==> src/vgn_pkg.sv <==
// ----------------------------------------------------------------------------
// vgn_pkg
// Types and constants shared by the voxel gradient normal block.
// ----------------------------------------------------------------------------
`timescale 1ns / 1ps

package vgn_pkg;

   localparam int COORD_W = 6;
   localparam int SIZE_W  = 7;
   localparam int VOX_W   = 16;
   localparam int IDX_W   = 2;
   localparam int SUM_W   = 34;
   localparam int REM_W   = 35;
   localparam int QUO_W   = 31;
   localparam int ROOT_W  = 16;

   localparam logic OP_WRITE = 1'b0;
   localparam logic OP_QUERY = 1'b1;

   localparam logic [IDX_W-1:0] CSR_SIZE_X = 2'd0;
   localparam logic [IDX_W-1:0] CSR_SIZE_Y = 2'd1;
   localparam logic [IDX_W-1:0] CSR_SIZE_Z = 2'd2;

   localparam logic [SIZE_W-1:0] SIZE_RESET = 7'd64;

   // neighbour read slots
   localparam logic [2:0] SLOT_C  = 3'd0;
   localparam logic [2:0] SLOT_XP = 3'd1;
   localparam logic [2:0] SLOT_XM = 3'd2;
   localparam logic [2:0] SLOT_YP = 3'd3;
   localparam logic [2:0] SLOT_YM = 3'd4;
   localparam logic [2:0] SLOT_ZP = 3'd5;
   localparam logic [2:0] SLOT_ZM = 3'd6;
   localparam int NUM_SLOTS = 7;

   typedef struct packed {
      logic       load;
      logic       addr1;
      logic       addr2;
      logic       mem_wr;
      logic       rd_en;
      logic [2:0] rd_sel;
      logic       diff;
      logic       sq;
      logic       div_init;
      logic       div_step;
      logic       div_first;
      logic       sqrt_step;
      logic [3:0] sqrt_bit;
      logic       save;
      logic [1:0] axis;
      logic       publish;
   } cmd_type;

   typedef struct packed {
      logic is_write;
      logic in_range;
      logic s_zero;
   } status_type;

endpackage

==> src/vgn_ctrl.sv <==
// ----------------------------------------------------------------------------
// vgn_ctrl
// Sequencer for address generation, neighbour reads, divide and root steps.
// ----------------------------------------------------------------------------
`timescale 1ns / 1ps

module vgn_ctrl (
   input  logic                clock,
   input  logic                reset,
   input  logic                req_valid,
   output logic                req_ready,
   output logic                rsp_valid,
   input  logic                rsp_ready,
   input  vgn_pkg::status_type status,
   output vgn_pkg::cmd_type    cmd
);
   import vgn_pkg::*;

   localparam logic [3:0] ST_IDLE   = 4'd0;
   localparam logic [3:0] ST_ADDR1  = 4'd1;
   localparam logic [3:0] ST_ADDR2  = 4'd2;
   localparam logic [3:0] ST_DECIDE = 4'd3;
   localparam logic [3:0] ST_RD     = 4'd4;
   localparam logic [3:0] ST_DIFF   = 4'd5;
   localparam logic [3:0] ST_SQ     = 4'd6;
   localparam logic [3:0] ST_CHK    = 4'd7;
   localparam logic [3:0] ST_DINIT  = 4'd8;
   localparam logic [3:0] ST_DSTEP  = 4'd9;
   localparam logic [3:0] ST_SSTEP  = 4'd10;
   localparam logic [3:0] ST_SAVE   = 4'd11;
   localparam logic [3:0] ST_PUB    = 4'd12;

   logic [3:0] state_ff, state_in;
   logic [4:0] cnt_ff, cnt_in;
   logic [1:0] axis_ff, axis_in;
   logic       rsp_valid_ff, rsp_valid_in;

   always_comb begin
      state_in     = state_ff;
      cnt_in       = cnt_ff;
      axis_in      = axis_ff;
      rsp_valid_in = rsp_valid_ff & ~rsp_ready;
      cmd          = '0;
      cmd.axis     = axis_ff;
      unique case (state_ff)
         ST_IDLE: begin
            if (req_valid) begin
               cmd.load = 1'b1;
               state_in = ST_ADDR1;
            end
         end
         ST_ADDR1: begin
            cmd.addr1 = 1'b1;
            state_in  = ST_ADDR2;
         end
         ST_ADDR2: begin
            cmd.addr2 = 1'b1;
            state_in  = ST_DECIDE;
         end
         ST_DECIDE: begin
            cnt_in = '0;
            priority if (status.is_write) begin
               cmd.mem_wr = status.in_range;
               state_in   = ST_IDLE;
            end else if (!status.in_range) begin
               state_in = ST_PUB;
            end else begin
               state_in = ST_RD;
            end
         end
         ST_RD: begin
            cmd.rd_en  = 1'b1;
            cmd.rd_sel = cnt_ff[2:0];
            cnt_in     = cnt_ff + 5'd1;
            if (cnt_ff[2:0] == SLOT_ZM) begin
               state_in = ST_DIFF;
            end
         end
         ST_DIFF: begin
            cmd.diff = 1'b1;
            cnt_in   = '0;
            state_in = ST_SQ;
         end
         ST_SQ: begin
            cmd.sq   = 1'b1;
            cmd.axis = cnt_ff[1:0];
            cnt_in   = cnt_ff + 5'd1;
            if (cnt_ff[1:0] == 2'd2) begin
               state_in = ST_CHK;
            end
         end
         ST_CHK: begin
            axis_in  = '0;
            state_in = status.s_zero ? ST_PUB : ST_DINIT;
         end
         ST_DINIT: begin
            cmd.div_init = 1'b1;
            cnt_in       = '0;
            state_in     = ST_DSTEP;
         end
         ST_DSTEP: begin
            cmd.div_step  = 1'b1;
            cmd.div_first = (cnt_ff == 5'd0);
            cnt_in        = cnt_ff + 5'd1;
            if (cnt_ff == 5'(QUO_W - 1)) begin
               cnt_in   = 5'(ROOT_W - 1);
               state_in = ST_SSTEP;
            end
         end
         ST_SSTEP: begin
            cmd.sqrt_step = 1'b1;
            cmd.sqrt_bit  = cnt_ff[3:0];
            cnt_in        = cnt_ff - 5'd1;
            if (cnt_ff == 5'd0) begin
               state_in = ST_SAVE;
            end
         end
         ST_SAVE: begin
            cmd.save = 1'b1;
            if (axis_ff == 2'd2) begin
               state_in = ST_PUB;
            end else begin
               axis_in  = axis_ff + 2'd1;
               state_in = ST_DINIT;
            end
         end
         ST_PUB: begin
            if (!rsp_valid_ff || rsp_ready) begin
               cmd.publish  = 1'b1;
               rsp_valid_in = 1'b1;
               state_in     = ST_IDLE;
            end
         end
         default: begin
            state_in = ST_IDLE;
         end
      endcase
   end

   always_ff @(posedge clock) begin
      if (reset) begin
         state_ff     <= ST_IDLE;
         cnt_ff       <= '0;
         axis_ff      <= '0;
         rsp_valid_ff <= 1'b0;
      end else begin
         state_ff     <= state_in;
         cnt_ff       <= cnt_in;
         axis_ff      <= axis_in;
         rsp_valid_ff <= rsp_valid_in;
      end
   end

   assign req_ready = (state_ff == ST_IDLE);
   assign rsp_valid = rsp_valid_ff;

endmodule

==> config.mk <==
export PLATFORM = sky130hd
export DESIGN_NAME = vgn_ctrl
export DESIGN_NICKNAME = d
export VERILOG_FILES = /design/src/vgn_pkg.sv /design/src/vgn_ctrl.sv
export SDC_FILE = /design/constraint.sdc
export NUM_CORES = 1
export LEC_CHECK = 0
export ABC_AREA = 1
export BUFFER_PORTS_ARGS = -buffer_cell sky130_fd_sc_hd__buf_2
export CAP_MARGIN = 20
export CORE_AREA = 2 2 48 50
export DETAILED_ROUTE_END_ITERATION = 10
export DIE_AREA = 0 0 50 52
export PLACE_DENSITY_LB_ADDON = 0.12
export SYNTH_ARGS = -nofsm -noshare
export SYNTH_HDL_FRONTEND = slang
export SYNTH_SLANG_ARGS = --single-unit
==> constraint.sdc <==
create_clock -name clock -period 2.8 [get_ports clock]
set_input_delay 0.56 -clock clock [delete_from_list [all_inputs] [get_ports clock]]
set_output_delay 0.56 -clock clock [all_outputs]
set_load 0.05 [all_outputs]
# After elaboration in Yosys (flattened, before gate mapping)
# Index checks and enable logic that the tools add are counted.
classes:
  n_reduce_logical: 10
  eq_ne: 23
  n_bitwise: 2
  add_sub_neg: 3
  muxes: 33
ops:
  columns: ["cell", "n"]
  rows:
  - ["one-hot mux 4 bit (13 select lines)", 1]
  - ["two-way mux 4 bit", 9]
  - ["== test 4 bit (second input constant)", 5]
  - ["one-hot mux 5 bit (4 select lines)", 1]
  - ["== test 4 x 3 -> 1 bit (second input constant)", 4]
  - ["two-way mux 1 bit", 14]
  - ["inequality test 2 bit (second input constant)", 7]
  - ["two-way mux 5 bit", 2]
  - ["== test 4 x 2 -> 1 bit (second input constant)", 2]
  - ["two-way mux 2 bit", 3]
  - ["two-way mux 3 bit", 2]
  - ["AND reduction 6 bit", 1]
  - ["adder 5 x 1 -> 5 bit (second input constant)", 1]
  - ["== test 5 bit (second input constant)", 1]
  - ["logical NOT 5 bit", 1]
  - ["subtractor 5 x 1 -> 5 bit (second input constant)", 1]
  - ["== test 2 bit (second input constant)", 2]
  - ["== test 4 x 1 -> 1 bit (second input constant)", 1]
  - ["logical NOT 4 bit", 1]
  - ["one-hot mux 2 bit (2 select lines)", 1]
  - ["nonzero test 4 bit", 1]
  - ["== test 3 bit (second input constant)", 1]
  - ["OR reduction 3 bit", 1]
  - ["adder 2 x 1 -> 2 bit (second input constant)", 1]
  - ["7 further kinds", 7]
word_totals:
  ff_bits: 12
  out_inout_bits: 24
  wordCells: 75
  in_bits: 7

# Longest topological paths before layout
# Gate-level depths: netlist of run 1.
logic_depth:
  ltp_word: 4
  ltp_mapped: 12
  mapped_depth_nobuf: 12

# Worst setup path after synthesis of run 1
# Ideal clock, no wire load.
synth_timing:
  path_type: "register -> output"
  startpoint: "reg state_ff[1]"
  endpoint: "out cmd[2] (netlist bit)"
  t_required_ps: 2240
  path_slack_ps: 54
  stages_incl_launch_ff: 5
  n_path_buf: 0
  arrival_ps: 2186
  path_cell_list: "dfxtp_1 -> nand2_1 -> nor2_1 -> nor2_1 -> a21oi_1"
synth_rtl:
  columns: ["item", "line_no", "source"]
  rows:
  - ["start, declared", "vgn_ctrl.sv:33", "logic [3:0] state_ff, state_in;"]
  - ["start signal, assigned", "vgn_ctrl.sv:147", "state_ff <= state_in;"]
  - ["end, declared", "vgn_ctrl.sv:15", "output vgn_pkg::cmd_type cmd"]

==> impl_metrics.ini, run 1 <==
[status]
status = complete, no violations

[detailed_routing]
initialDrtViolationCount = 44
vias_per_cell = 5.15
vias = 1308
drc = 0
post_drt_wl_per_cell_microns = 11.6
firstDrtPassIters = 5
drt-total-wl_mm = 2.94
ant_nets = 0

[floorplan]
die_w_microns = 50
dieArea_sq_mm = 0.00260
rows = 17
start_util = 0.515
pin_count = 31
coreArea_sq_mm = 0.00211
die_h_microns = 52

[setup_path]
arrival_ns = 1.68
crit_path_start = state_ff[2]
crit_family = simple AND/OR/NAND/NOR gates
worst_path_max_delay_cell = dfxtp_1
cpMostUsedCell = nand2_1
rr_startpoint = cnt_ff[0]
cp_max_fo = 5
path_buf_inv = 1
critPathCaptureType = primary output
cp_data_required_time_ns = 2.24
path_cells = nand2_1 -> nor2_1 -> nand2_1 -> o21ai_0 -> buf_2
worstSetupPathType = reg2out
critical_path.max_stage_delay_ns = 0.43
critPathLaunchType = flip-flop

[hold_path]
hold_class = reg2reg
min_from = cnt_ff[0]

[power_and_ir_drop]
seqPwrFrac = 0.232
clkPwrFrac = 0.103
irDropWorstVdd_v = 0.000516
leakagePower_nw = 0.713
p_int_uw = 553
powerDensity_mw_per_mm2 = 1030
p_switching_uw = 774
switching_share = 0.583
power_frac_comb = 0.664

[placement]
pre_cts_slack_ns = 0.845
placed_cell_area_sq_mm = 0.00126
place.gp.congestion = 0.977
dpl.hpwl_mm = 2.41
io_buffers = 30

[sta]
slew_violations = 0
fin_ws_ns = 0.563
hold_viol_final = 0
setup_viol = 0
worst_slew_pin_slew_ns = 0.343
rsz0062_at_grt = no
period_minus_slack_ns = 2.24
clock_skew_ns = 0.000765
tns_ns = 0
final.period_utilization = 0.799
relSlewSlack = 0.771
fmax_mhz = 447

[synth]
ys_seq_elements = 12
ys_async_sr_fraction = 0
syn_nets = 207
ys.flop_type = dfxtp_1
syn_avg_cell_area_sq_um = 5.56
yosysUniqueCellTypes = 22
synth-edff-count = 0
synth_seq_area_share = 0.222
synthesis.area_sq_mm = 0.00108
synth_cells = 195
synth_warnings = 0

[grt]
grt_antenna_before_repair = 0
grt-ovfl-total = 0
grt_max_degree = 9
grt_pass1_vias = 1151
grt_pass1_wl_mm = 5.15
grt_usage = 0.257

[cts]
clk_latency_ns = 0.27
post_cts_buffers = 0
clkSlewWorstSetupHoldPaths_ns = 0.08
htreeDepth = 1
ctsHoldBuffers = 0
cts_sinks = 12
cts_tree = done
cts_buffer_depth = 2
cts_root_buf = clkbuf_4
cts_buffers = 3
cts_resized = 0

[flow_run]
maxCapViolCount = 0

[layout]
final_cell_mix = 50 x nor2_1, 43 x nand2_1, 30 x buf_2
final_common_cell = nor2_1
drive_gt1_frac = 0.239
syn2layout_area_growth_pct = 19.3
postLayoutCellArea_sq_mm = 0.00129
num_antenna_cells = 0
nets = 239
[metrics by stage]
stage / total power [mW] / hold slack, ns / std cells / util
after floorplan: 1.01 / 0.498 / 195 / -
after CTS: 1.32 / 0.539 / 254 / 0.614
final: 1.33 / 0.544 / 254 / 0.614
after global placement: 1.17 / 0.515 / 250 / 0.597
after global routing: 1.46 / 0.562 / 254 / 0.614
after detailed placement: 1.18 / 0.526 / 250 / 0.597
[kinds of logic after synthesis]
| logic type | count (synthesis) | share of synthesized area |
|---|---|---|
| fa+ha+maj | 5 | 0.0577 |
| buf+inv | 28 | 0.0981 |
| xor+xnor | 2 | 0.0162 |
| flops | 12 | 0.222 |
| simple gates | 129 | 0.516 |
| compound gates | 19 | 0.0901 |
[cell usage after synthesis (2+ instances only)]
cell type	instances	area, sq um
dfxtp_1	12	240
nor2_1	50	188
nand4_1	4	25.0
nand2_2	4	25.0
nand2_1	43	161
ha_1	5	62.6
xor2_1	2	17.5
o21ai_0	7	35.0
inv_1	18	67.6
o21ai_1	3	15.0
nor2_2	6	37.5
inv_2	7	26.3
a21oi_1	8	40.0
nor3_1	2	10.0
nand3_1	17	85.1
[state kept, by name (all words and copies together), names as in the netlist]
register,flops
cnt_ff,5
rsp_valid,1
axis_ff,2
state_ff,4
[worst min-delay path, cell delays in order, from the launching register on]
cell and delay, ns:
dfxtp_1 0.36, nand2_1 0.08, a21oi_1 0.05
[final timing paths]
check           endpoint  slack (ns)  cells after the start
max reg2reg  state_ff[3]        1.15                      9
max               cmd[1]        0.56                      5
min            cnt_ff[0]        0.54                      2
min reg2reg    cnt_ff[0]        0.54                      2
[routing by layer]
metal | share of wire | vias up | global-route usage
li1 | - | 679 | -
met1 | 0.49 | 575 | 0.359
met2 | 0.44 | 50 | 0.417
met3 | 0.058 | 4 | 0.0201
met4 | 0.0072 | 0 | 0.0880
met5 | 0 | - | 0
[power groups by stage]
stage               clock, mW  sequential, mW  combinational, mW
floorplan                   0           0.275              0.735
global route            0.148           0.318              0.992
finish                  0.137           0.308              0.881
detailed placement          0           0.311              0.872
CTS                     0.141           0.306              0.876
global placement            0           0.306              0.864
[final cells by class]
class,instances,area (sq um)
Fill cell,234,813
Multi-Input combinational cell,155,737
Sequential cell,12,240
Timing Repair Buffer,30,150
Inverter,25,93.8
Clock buffer,4,36.3
Tap cell,28,35.0
Note: power is estimated with default switching activity, not from simulation.
==> inputs of run 2 (changes only) <==
Settings changed: CORE_AREA 2 2 48 50 to 2 2 52 54, DIE_AREA 0 0 50 52 to 0 0 54 56.
Clock period 2.8 ns to 1.9 ns, I/O delays scaled along.
==> impl_metrics.ini, run 2 (synthesis results as in run 1) <==
[status]
status = complete, no violations

[floorplan]
rows = 18
pin_count = 31
die_w_microns = 54
dieArea_sq_mm = 0.00302
start_util = 0.445
die_h_microns = 56
coreArea_sq_mm = 0.00243

[grt]
grt_max_degree = 9
grt-ovfl-total = 0
grt_pass1_vias = 1175
grt_antenna_before_repair = 0
grt_pass1_wl_mm = 4.89
grt_usage = 0.211

[sta]
setup_viol = 0
tns_ns = 0
slew_violations = 0
hold_viol_final = 0
final.period_utilization = 0.952
fmax_mhz = 553
clock_skew_ns = 0.00311
period_minus_slack_ns = 1.81
hold_ws_ns = 0.377
worst_slew_pin_slew_ns = 0.340
relSlewSlack = 0.773

[power_and_ir_drop]
powerDensity_mw_per_mm2 = 1470
irDropWorstVdd_v = 0.00122
leakagePower_nw = 0.735

[setup_path]
worstSetupPathType = reg2out
cp_max_fo = 6
cp_data_required_time_ns = 1.52
critPathLaunchType = flip-flop
rr_startpoint = cnt_ff[0]
critPathCaptureType = primary output
worst_path_max_delay_cell = dfxtp_1
path_cells = inv_2 -> ha_1 -> inv_1 -> nor2_1 -> nand2_1 -> nor2_1 -> buf_4
rrSetupSlack_ns = 0.30
r2r_cells = 9
r2r_end = cnt_ff[2]
critical_path.max_stage_delay_ns = 0.46
arrival_ns = 1.43
cpMostUsedCell = nor2_1

[cts]
clk_latency_ns = 0.27
htreeDepth = 1
cts_tree = done
clkSlewWorstSetupHoldPaths_ns = 0.07
cts_buffers = 3
ctsHoldBuffers = 0
cts_sinks = 12
cts_buffer_depth = 2
cts_root_buf = clkbuf_4

[layout]
nets = 244
largest_reg_flops = 5
postLayoutCellArea_sq_mm = 0.00142
fin_util = 0.582
syn2layout_area_growth_pct = 30.6
largest_registers = cnt_ff x5, state_ff x4, axis_ff x2
final_cell_mix = 45 x nor2_1, 41 x nand2_1, 19 x buf_2
top_register = cnt_ff
final_common_cell = nor2_1
drive_gt1_frac = 0.329
num_antenna_cells = 0

[detailed_routing]
firstDrtPassIters = 4
vias = 1338
ant_nets = 0
drc = 0
initialDrtViolationCount = 41
drt-total-wl_mm = 3.08
post_drt_wl_per_cell_microns = 11.8
vias_per_cell = 5.13

[placement]
dpl.hpwl_mm = 2.40
placed_cell_area_sq_mm = 0.00129
io_buffers = 30
place.gp.congestion = 0.943

[hold_path]
min_from = reset
hold_depth = 2
hold_end = state_ff[0]
hold_class = in2reg

[flow_run]
maxCapViolCount = 0
==> run 2: worst max-delay path: cells and delay by family, from the launching register on <==
family        cells  cell delay (ns)
buf+inv           3             0.33
fa+ha+maj         1             0.20
flops             1             0.46
simple gates      3             0.16
==> run 2: timing repair <==
| item | 4_1_cts | 5_1_grt |
|---|---|---|
| buffers inserted | 0 | 5 |
| gates cloned | 0 | 0 |
| resized for setup | 12 | 9 |
| setup endpoints to repair | 10 | 12 |
| pin swaps | 0 | 1 |
==> run 2: power breakdown <==
part | internal (mW) | switching, mW | leakage [nW]
logic | 0.427 | 0.978 | 0.614
clock network | 0.117 | 0.0812 | 0.0210
registers | 0.333 | 0.150 | 0.0995
total | 0.876 | 1.21 | 0.735
==> run 2: how the worst max path moves through the flow <==
| stage | from | endpoint | slack, ns | cells after the start |
|---|---|---|---|---|
| final | cnt_ff[0] | cmd[9] | 0.09 | 7 |
| after global routing | cnt_ff[0] | cmd[9] | -0.04 | 7 |
| after CTS | state_ff[3] | cmd[3] | 0.03 | 5 |
| after detailed placement | cnt_ff[1] | cmd[9] | 0.22 | 7 |
| after global placement | state_ff[2] | cmd[2] | 0.20 | 5 |
| after floorplan | state_ff[2] | cmd[1] | -0.01 | 4 |
==> run 2: per-layer routing <==
layer	global-route usage	part of all wire
met1	0.286	0.44
met2	0.324	0.45
met3	0.0349	0.072
met4	0.0893	0.033
met5	0	0
==> run 2: cell type report <==
class | count | area (sq um)
inverter | 25 | 93.8
sequential | 12 | 245
fill | 246 | 1020
multi-input combinational | 155 | 783
clock buffer | 4 | 36.3
tap | 30 | 37.5
timing repair buffer | 35 | 219
==> run 2: stage by stage <==
step / total power [mW] / setup WS (ns) / std cells
2_1_floorplan: 1.54 / -0.0144 / 195
3_3_place_gp: 1.79 / 0.204 / 252
3_5_place_dp: 1.80 / 0.219 / 252
4_1_cts: 2.03 / 0.0309 / 256
5_1_grt: 2.27 / -0.0413 / 261
6_report: 2.09 / 0.0919 / 261
==> inputs of run 3 (changes only) <==
Settings changed: CELL_PAD_IN_SITES_DETAIL_PLACEMENT set to 0, CELL_PAD_IN_SITES_GLOBAL_PLACEMENT set to 2, CORE_AREA 2 2 52 54 to 2 2 74 76, DIE_AREA 0 0 54 56 to 0 0 76 78.
==> impl_metrics.ini, run 3 (synthesis results as in run 1) <==
[status]
status = complete, no violations

[setup_path]
worstSetupPathType = reg2out
arrival_ns = 1.41
critical_path.max_stage_delay_ns = 0.36
cp_max_fo = 6
cp_data_required_time_ns = 1.52
critPathLaunchType = flip-flop
critPathCaptureType = primary output
worst_path_max_delay_cell = dfxtp_2
path_cells = inv_2 -> nand2_1 -> nor2_2 -> clkbuf_4

[sta]
hold_ws_ns = 0.452
hold_viol_final = 0
setup_viol = 0
worst_slew_pin_slew_ns = 0.303
period_minus_slack_ns = 1.79
tns_ns = 0
final.period_utilization = 0.943
clock_skew_ns = 0.00317
slew_violations = 0
relSlewSlack = 0.797
fmax_mhz = 558
rsz0062_at_grt = no

[grt]
grt_antenna_before_repair = 0
grt_pass1_wl_mm = 6.18
grt_usage = 0.131
grt-ovfl-total = 0
grt_max_degree = 9
grt_pass1_vias = 1250

[layout]
fin_cells = 301
final_cell_mix = 44 x nor2_1, 42 x nand2_1, 26 x buf_2
final_common_cell = nor2_1
nFillCells = 590
largest_registers = cnt_ff x5, state_ff x4, axis_ff x2
postLayoutCellArea_sq_mm = 0.00147
top_register = cnt_ff
largest_reg_flops = 5
drive_gt1_frac = 0.329
multiInputGateArea_sq_um = 783
nets = 244
ff_latch_area_sq_um = 245
num_antenna_cells = 0
syn2layout_area_growth_pct = 35.3

[power_and_ir_drop]
leakagePower_nw = 0.747
powerDensity_mw_per_mm2 = 1500
power_mw = 2.20
irDropWorstVdd_v = 0.000422

[cts]
cts_buffers = 3
clkSlewWorstSetupHoldPaths_ns = 0.06
cts_buffer_depth = 2
post_cts_buffers = 0
htreeDepth = 1
cts_root_buf = clkbuf_8
cts_tree = done
clk_latency_ns = 0.24
cts_sinks = 12
ctsHoldBuffers = 0

[detailed_routing]
drt-total-wl_mm = 3.75
drc = 0
initialDrtViolationCount = 91
post_drt_wl_per_cell_microns = 12.4
vias = 1324
vias_per_cell = 4.40
ant_nets = 0
firstDrtPassIters = 4

[floorplan]
dieArea_sq_mm = 0.00593
start_util = 0.215
rows = 26
coreArea_sq_mm = 0.00504
pin_count = 31
die_h_microns = 78
die_w_microns = 76

[flow_run]
maxCapViolCount = 0

[placement]
placed_cell_area_sq_mm = 0.00138
dpl.hpwl_mm = 3.12
io_buffers = 30
place.gp.congestion = 0.867
dp.cells = 297

[hold_path]
hold_class = in2reg
-- run 3: worst max-delay path, delay by kind of cell, from the launching register on --
family	cells	cell delay [ns]
buffers and inverters	2	0.40
DFF	1	0.36
and+or+nand+nor	2	0.40
-- run 3: where the power goes --
| group | switching, mW | total, mW | internal [mW] | leakage (nW) |
|---|---|---|---|---|
| Combinational | 1.03 | 1.45 | 0.422 | 0.619 |
| Clock | 0.103 | 0.286 | 0.183 | 0.0288 |
| Sequential | 0.127 | 0.460 | 0.333 | 0.0995 |
-- run 3: layout make-up --
class	count	share of cell area
multi-input cells	155	0.534
flip-flops and latches	12	0.167
repair buffers	35	0.137
inverters	25	0.0640
well taps	70	0.0597
clock buffers	4	0.0375
-- run 3: metrics by stage --
step | setup WS [ns] | util
floorplan | -0.0144 | -
global placement | 0.192 | 0.274
detailed placement | 0.200 | 0.274
CTS | 0.0117 | 0.288
global route | 0.0132 | 0.291
finish | 0.108 | 0.291
-- run 3: path summary, 6_finish.rpt --
check                           depth (start not counted)           to  slack, ns        start
worst max-delay path                                    4       cmd[8]       0.11  state_ff[0]
worst min-delay path                                    2  state_ff[2]       0.45        reset
worst max register to register                          9    cnt_ff[2]       0.31    cnt_ff[0]
worst min register to register                          3   axis_ff[0]       0.54   axis_ff[0]
-- run 3: metal layers --
layer	GRT usage	share of wire	vias up
met4	0.0455	0.022	0
met5	0	0	-
met1	0.180	0.48	591
met2	0.212	0.44	40
li1	-	-	687
met3	0.0186	0.056	6
-- run 3: what timing repair did --
action                                  4_1_cts  5_1_grt
pin swaps                                     0        0
endpoints found under the setup margin        9       12
resized for setup                             5        9
